[config.mk]
export PLATFORM = sky130hd
export DESIGN_NAME = sentence_frame_receiver
export DESIGN_NICKNAME = d
export VERILOG_FILES = /design/src/sfr_pkg.sv /design/src/sentence_frame_receiver.sv /design/src/sfr_kind_match.sv
export SDC_FILE = /design/constraint.sdc
export NUM_CORES = 1
export LEC_CHECK = 0
export ABC_AREA = 1
export BUFFER_PORTS_ARGS = -buffer_cell sky130_fd_sc_hd__buf_2
export CAP_MARGIN = 5
export CORE_AREA = 2 2 103 105
export CTS_CLUSTER_DIAMETER = 30
export DETAILED_ROUTE_END_ITERATION = 8
export DIE_AREA = 0 0 105 107
export PLACE_DENSITY_LB_ADDON = 0.1
export SETUP_SLACK_MARGIN = 0.02
export SLEW_MARGIN = 20
export SYNTH_ARGS = -nofsm -noshare
export SYNTH_HDL_FRONTEND = slang
export SYNTH_HIERARCHICAL = 1
export SYNTH_SLANG_ARGS = --single-unit
[constraint.sdc]
create_clock -name clk -period 2.91 [get_ports clk]
set_input_delay 0 -clock clk [delete_from_list [all_inputs] [get_ports clk]]
set_output_delay 0 -clock clk [all_outputs]
set_load 0.01 [all_outputs]
[src/sfr_pkg.sv]
// Shared types, constants and the type code letter table of the sentence frame receiver.
`timescale 1ns / 1ps

package sfr_pkg;

  localparam int unsigned KIND_COUNT = 10;
  localparam int unsigned KIND_W = 4;
  localparam int unsigned LEN_W = 16;

  localparam logic [7:0] START_BYTE = 8'h24;
  localparam logic [LEN_W-1:0] MIN_FRAME = 16'd8;
  localparam logic [LEN_W-1:0] FRAME_MAX = 16'd1024;
  localparam logic [LEN_W-1:0] HEADER_BYTES = 16'd7;

  typedef enum logic [1:0] {
    ST_GOOD    = 2'd0,
    ST_BAD_SUM = 2'd1,
    ST_BAD_LEN = 2'd2
  } status_t;

  // Letters of the ten type codes, one row per kind.
  localparam logic [7:0] KIND_LETTERS [KIND_COUNT][4] = '{
    '{8'h47, 8'h4E, 8'h54, 8'h58},
    '{8'h47, 8'h4E, 8'h50, 8'h58},
    '{8'h47, 8'h4E, 8'h56, 8'h58},
    '{8'h44, 8'h57, 8'h58, 8'h58},
    '{8'h54, 8'h58, 8'h58, 8'h58},
    '{8'h49, 8'h43, 8'h58, 8'h58},
    '{8'h5A, 8'h4A, 8'h58, 8'h58},
    '{8'h53, 8'h4A, 8'h58, 8'h58},
    '{8'h42, 8'h42, 8'h58, 8'h58},
    '{8'h46, 8'h4B, 8'h58, 8'h58}
  };

  typedef struct packed {
    logic [KIND_COUNT-1:0] keep;
    logic [KIND_W-1:0]     first_kind;
  } match_t;

endpackage

[src/sentence_frame_receiver.sv]
// Top level of the sentence frame receiver: input register, frame parser and result register.
// A result word is registered when the parser takes the byte ending or rejecting a frame.
// One byte word is accepted every cycle while no result word waits on out_tready.
// A stalled result word blocks the input as soon as the input register holds a byte.
// Synchronous active-low reset returns the parser to the hunt and empties both registers.
`timescale 1ns / 1ps

module sentence_frame_receiver (
  input  logic        clk,
  input  logic        rst_n,
  input  logic        in_tvalid,
  output logic        in_tready,
  input  logic [7:0]  in_tdata,   // [7:0] rx_byte
  output logic        out_tvalid,
  input  logic        out_tready,
  output logic [23:0] out_tdata   // [3:0] frame_kind, [19:4] frame_length, [21:20] status
);
  import sfr_pkg::*;

  typedef enum logic [2:0] {
    PH_HUNT,
    PH_CODE,
    PH_LEN_HI,
    PH_LEN_LO,
    PH_BODY
  } phase_t;

  logic                  in_valid_r, in_valid_nxt;
  logic [7:0]            in_byte_r, in_byte_nxt;
  phase_t                phase_r, phase_nxt;
  logic [KIND_COUNT-1:0] cand_r, cand_nxt;
  logic [KIND_W-1:0]     kind_r, kind_nxt;
  logic [LEN_W-1:0]      len_r, len_nxt;
  logic [LEN_W-1:0]      pos_r, pos_nxt;
  logic [7:0]            xor_r, xor_nxt;
  logic                  out_valid_r, out_valid_nxt;
  logic [KIND_W-1:0]     out_kind_r, out_kind_nxt;
  logic [LEN_W-1:0]      out_len_r, out_len_nxt;
  status_t               out_status_r, out_status_nxt;

  logic             proc_en;
  logic [1:0]       slot;
  match_t           match;
  logic [LEN_W-1:0] full_len;
  logic [LEN_W:0]   pos_inc;

  assign proc_en   = in_valid_r && (!out_valid_r || out_tready);
  assign in_tready = !in_valid_r || proc_en;
  assign slot      = pos_r[1:0] - 2'd1;
  assign full_len  = {len_r[LEN_W-1:8], in_byte_r};
  assign pos_inc   = {1'b0, pos_r} + 17'd1;

  sfr_kind_match u_match (
    .candidates (cand_r),
    .slot       (slot),
    .rx_byte    (in_byte_r),
    .match      (match)
  );

  always_comb begin
    in_valid_nxt   = in_valid_r;
    in_byte_nxt    = in_byte_r;
    phase_nxt      = phase_r;
    cand_nxt       = cand_r;
    kind_nxt       = kind_r;
    len_nxt        = len_r;
    pos_nxt        = pos_r;
    xor_nxt        = xor_r;
    out_valid_nxt  = out_valid_r && !out_tready;
    out_kind_nxt   = out_kind_r;
    out_len_nxt    = out_len_r;
    out_status_nxt = out_status_r;

    if (in_tvalid && in_tready) begin
      in_valid_nxt = 1'b1;
      in_byte_nxt  = in_tdata;
    end else if (proc_en) begin
      in_valid_nxt = 1'b0;
    end

    if (proc_en) begin
      case (phase_r)
        PH_CODE: begin
          if (match.keep == '0) begin
            cand_nxt = '1;
            if (in_byte_r == START_BYTE) begin
              phase_nxt = PH_CODE;
              kind_nxt  = '0;
              len_nxt   = '0;
              pos_nxt   = 16'd1;
              xor_nxt   = START_BYTE;
            end else begin
              phase_nxt = PH_HUNT;
              pos_nxt   = '0;
              xor_nxt   = '0;
            end
          end else begin
            cand_nxt = match.keep;
            xor_nxt  = xor_r ^ in_byte_r;
            pos_nxt  = pos_inc[LEN_W-1:0];
            if (slot == 2'd3) begin
              kind_nxt  = match.first_kind;
              phase_nxt = PH_LEN_HI;
            end
          end
        end
        PH_LEN_HI: begin
          len_nxt   = {in_byte_r, 8'd0};
          xor_nxt   = xor_r ^ in_byte_r;
          pos_nxt   = pos_inc[LEN_W-1:0];
          phase_nxt = PH_LEN_LO;
        end
        PH_LEN_LO: begin
          len_nxt = full_len;
          xor_nxt = xor_r ^ in_byte_r;
          pos_nxt = HEADER_BYTES;
          if (full_len < MIN_FRAME || full_len > FRAME_MAX) begin
            phase_nxt      = PH_HUNT;
            cand_nxt       = '1;
            pos_nxt        = '0;
            xor_nxt        = '0;
            out_valid_nxt  = 1'b1;
            out_kind_nxt   = kind_r;
            out_len_nxt    = full_len;
            out_status_nxt = ST_BAD_LEN;
          end else begin
            phase_nxt = PH_BODY;
          end
        end
        PH_BODY: begin
          if (pos_inc >= {1'b0, len_r}) begin
            phase_nxt      = PH_HUNT;
            cand_nxt       = '1;
            pos_nxt        = '0;
            xor_nxt        = '0;
            out_valid_nxt  = 1'b1;
            out_kind_nxt   = kind_r;
            out_len_nxt    = len_r;
            out_status_nxt = (in_byte_r == xor_r) ? ST_GOOD : ST_BAD_SUM;
          end else begin
            xor_nxt = xor_r ^ in_byte_r;
            pos_nxt = pos_inc[LEN_W-1:0];
          end
        end
        default: begin
          cand_nxt = '1;
          if (in_byte_r == START_BYTE) begin
            phase_nxt = PH_CODE;
            kind_nxt  = '0;
            len_nxt   = '0;
            pos_nxt   = 16'd1;
            xor_nxt   = START_BYTE;
          end else begin
            phase_nxt = PH_HUNT;
            pos_nxt   = '0;
            xor_nxt   = '0;
          end
        end
      endcase
    end
  end

  always_ff @(posedge clk) begin
    if (!rst_n) begin
      in_valid_r  <= 1'b0;
      phase_r     <= PH_HUNT;
      cand_r      <= '1;
      kind_r      <= '0;
      len_r       <= '0;
      pos_r       <= '0;
      xor_r       <= '0;
      out_valid_r <= 1'b0;
    end else begin
      in_valid_r  <= in_valid_nxt;
      phase_r     <= phase_nxt;
      cand_r      <= cand_nxt;
      kind_r      <= kind_nxt;
      len_r       <= len_nxt;
      pos_r       <= pos_nxt;
      xor_r       <= xor_nxt;
      out_valid_r <= out_valid_nxt;
    end
    in_byte_r    <= in_byte_nxt;
    out_kind_r   <= out_kind_nxt;
    out_len_r    <= out_len_nxt;
    out_status_r <= out_status_nxt;
  end

  assign out_tvalid = out_valid_r;
  assign out_tdata  = {2'b00, out_status_r, out_len_r, out_kind_r};

endmodule

[src/sfr_kind_match.sv]
// Type code matcher: narrows the candidate kinds by one letter and picks the lowest survivor.
`timescale 1ns / 1ps

module sfr_kind_match (
  input  logic [sfr_pkg::KIND_COUNT-1:0] candidates,
  input  logic [1:0]                     slot,
  input  logic [7:0]                     rx_byte,
  output sfr_pkg::match_t                match
);
  import sfr_pkg::*;

  always_comb begin
    match.keep = '0;
    match.first_kind = '0;
    for (int k = 0; k < KIND_COUNT; k++) begin
      match.keep[k] = candidates[k] && (KIND_LETTERS[k][slot] == rx_byte);
    end
    for (int k = KIND_COUNT - 1; k >= 0; k--) begin
      if (match.keep[k]) begin
        match.first_kind = KIND_W'(k);
      end
    end
  end

endmodule

==> results_tabular.tex <==
\begin{tabular}{lr}
\hline
Metric & Value \\
\hline
\multicolumn{2}{l}{\textbf{Status}} \\
Outcome & complete, but fails checks \\
Violations in the final reports & negative setup slack \\
\multicolumn{2}{l}{\textbf{Layout}} \\
Fraction of final layout cells sized beyond drive strength 1 & about a third \\
Final non-filler cell total & 892 \\
Area of the multi-input gates & 2820 sq um \\
Number of fill cells & 876 \\
Layout Nets & 781 \\
Utilization after layout & 64.0\% \\
Sequential cell area & 2080 sq um \\
Antenna Diode Count & 0 \\
Area Overhead vs Synth & 29.5\% \\
\multicolumn{2}{l}{\textbf{Critical path}} \\
Data arrival time at the worst-slack endpoint & just over 3000 ps \\
Largest fanout on the critical path & 21 \\
Data required, critical path & 3000 ps \\
R2R depth & 22 \\
Startpoint types & flip-flop \\
Classification of the worst setup path & flip-flop to flip-flop \\
Crit. End Element & flip-flop \\
\multicolumn{2}{l}{\textbf{Floorplanning}} \\
Die Ht & 107 microns \\
Floorplan die width & 105 microns \\
Site row count & 37 \\
Starting Density & 49.4\% \\
Placeable core region & 10100 sq um \\
Io pins & 38 \\
Total die area & 11200 sq um \\
\multicolumn{2}{l}{\textbf{Timing}} \\
Worst slew margin relative to its limit & 32.4\% \\
Transition time of the tightest slew-check pin & 1010 ps \\
Fin Setup TNS & -2510 ps \\
Unrepaired setup endpoints after global routing & yes \\
Final period demand of the worst path & 2990 ps \\
Tightest hold margin & roughly 320 ps \\
Peak Freq & 0.334 GHz \\
Final Cycle Share & 103\% \\
PnR worst setup slack & -82.7 ps \\
Total count of max-transition violations in the final report & 0 \\
Post-Route Skew & 11.4 ps \\
Final setup violating endpoints & a little under 50 \\
Number of hold-slack violations in the final timing report & 0 \\
\multicolumn{2}{l}{\textbf{Placement}} \\
Number of input and output port buffers inserted & 35 \\
Instance count after placement with tap cells included & 852 \\
Routability cong. & 0.931 \\
Post-detailed-placement half-perimeter wirelength & 9080 microns \\
\multicolumn{2}{l}{\textbf{Min path}} \\
Class of the tightest hold or removal check & primary input to flip-flop \\
Hold path cells & 2 \\
\multicolumn{2}{l}{\textbf{Routing}} \\
Vias & 4588 \\
Detailed Route WL & around 13000 microns \\
Mean number of vias per cell & 5.14 \\
Number of antenna-violating nets in the routed design & 0 \\
Routed wire length per instance & approximately 14 microns \\
First-pass detailed-route iteration total & 4 \\
Number of DRC markers in iteration 0 & 259 \\
DRC errors left & 0 \\
\multicolumn{2}{l}{\textbf{Power}} \\
Worst supply voltage drop on vdd & around 260 uV \\
Leakage Power & about 0.0028 uW \\
Power per unit of standard cell area & approximately 360 nW/um\^{}2 \\
\multicolumn{2}{l}{\textbf{Synth}} \\
Post-synthesis sequential area ratio & 41.8\% \\
Synthesized area & 4990 sq um \\
Average instance area after synthesis & 7.84 sq um \\
Count of different cell masters after synthesis & 44 \\
Top cell type by total area after synthesis & dfxtp\_1 \\
Total number of yosys warnings & 6 \\
Cell types with the largest area share after synthesis & dfxtp\_1 (24\%), edfxtp\_1 (18\%), nand2\_1 (12\%), a21oi\_1 (6.0\%), inv\_1 (5.3\%) \\
Post-synthesis instance total & 636 \\
Flops \& latches, synth & 89 \\
Proportion of netlist area held by the largest area contributor & 23.7\% \\
\multicolumn{2}{l}{\textbf{Flow run}} \\
Number of max-cap violations & 0 \\
\multicolumn{2}{l}{\textbf{Clocking}} \\
Total number of clock tree sinks & 89 \\
Bufs on Longest Clock Path & 2 \\
Clock transition at path regs & 90 ps \\
H-Tree Level Count & 3 \\
TritonCTS clock tree & done \\
Root buffer cell & clkbuf\_8 \\
CTS Buf Count & 9 \\
Insertion delay to the later sink of the worst-skew pair & 380 ps \\
\multicolumn{2}{l}{\textbf{Global routing}} \\
Pin count of the biggest net entering global routing & 30 \\
First-pass GRT wire length & 20400 microns \\
All-Layer GR Usage & 22.9\% \\
Global route overflow & 0 \\
Via count of the first global-routing pass & 4440 \\
Initial antenna violation count & 0 \\
\hline
\end{tabular}
-- power breakdown --
group	total, uW	internal (uW)	leakage [uW]	switching [uW]
clock	783	312	0.0000807	471
combinational	240	89.6	0.00197	150
sequential	1320	1300	0.000744	18.9
total	2340	1700	0.00279	640
-- layer usage --
layer / global-route usage, % / up-vias / share of wire (%)
met2: 41.7 / 90 / 52
li1: - / 2322 / -
met4: 8.00 / 0 / 1.8
met5: 0 / - / 0
met1: 26.5 / 2156 / 42
met3: 4.80 / 20 / 3.9
-- flip-flops by register name, summed over array words and instances (netlist names), 4 cells and up --
name / flops
cand_r: 10
xor_r: 8
kind_r: 4
pos_r: 16
out_len_r: 16
len_r: 16
out_kind_r: 4
in_byte_r: 8
-- area by class of cell --
type | count | area share [%]
tap | 136 | 2.64
timing repair buffer | 123 | 14.3
clock buffer | 10 | 1.98
clock inverter | 6 | 0.640
sequential | 89 | 32.3
multi-input combinational | 453 | 43.6
inverter | 75 | 4.53
-- synth_stat cells (all sizes together) --
cell and instances:
edfxtp 30, o31ai 1, nor4 8, nor3 7
nand3 44, and3 1, or2 2, nand2 163
nor2 70, xnor2 5, nand4 9, ha 18
nand3b 1, a211oi 7, inv 75, o21ai 22
dfxtp 59, buf 10, nor3b 1, xor2 18
o31a 1, a21oi 61, conb 1, o211ai 10
clkbuf 11, o21a 1
-- through the flow --
step	cell area, sq um	power (uW)	setup WS [ps]
finish	6460	2340	-82.7
CTS	6120	2340	-69.2
floorplan	5020	1490	-24.3
global route	6460	2430	-299
detailed placement	5770	1550	-200
global placement	5770	1550	-180
-- worst max-delay path, stage by stage, from the launching register on --
cell and delay (ps):
dfxtp_2 360, buf_6 100, ha_4 130, nand3_4 90, nor2_4 160, nand3_4 110, xnor2_2 160, ha_1 310
nand2_1 80, nor2_2 120, nand3b_1 90, nand3_1 80, nand2_1 50, nand2_1 50, nand2_1 40, nand2_1 50
nand2_1 80, nand2_4 100, nand2_2 50, nor2_2 110, nand2_2 90, clkinvlp_4 100, buf_12 160
-- cell usage in the layout, fill, tap and decap left out, types with 16 or more instances in the layout --
master	count
nand2_1	146
a21oi_1	45
inv_1	66
nand3_2	18
nor2_1	51
ha_1	16
nand3_1	23
dfxtp_1	57
buf_2	35
edfxtp_1	30
a21oi_2	16
buf_4	70
-- path summary, 6_finish.rpt --
kind | startpoint | to | slack (ps)
setup / recovery | pos_r[0] | out_kind_r[2] | -80
hold / removal | in_tdata[0] | in_byte_r[0] | 320
hold reg to reg | kind_r[3] | out_kind_r[3] | 450
setup reg to reg | pos_r[0] | out_kind_r[2] | -80
-- cell families after synthesis --
group                    count (synthesis)  synth area share, %
other                                    1               0.0752
adder cells (fa/ha/maj)                 18                 4.52
flip-flops                              89                 41.8
XOR/XNOR                                23                 4.04
AND/OR/NAND/NOR                        306                 29.0
AO/OA/AOI/OAI                          103                 12.4
buffers and inverters                   96                 8.21
-- timing repair --
item,in CTS,in global routing
pin swaps,1,22
hold endpoints to repair,20,0
gates cloned,0,1
resized for setup,12,61
setup endpoints to repair,58,80
setup buffers,5,7
hold buffers,11,0
(Power assumes the default switching activity.)
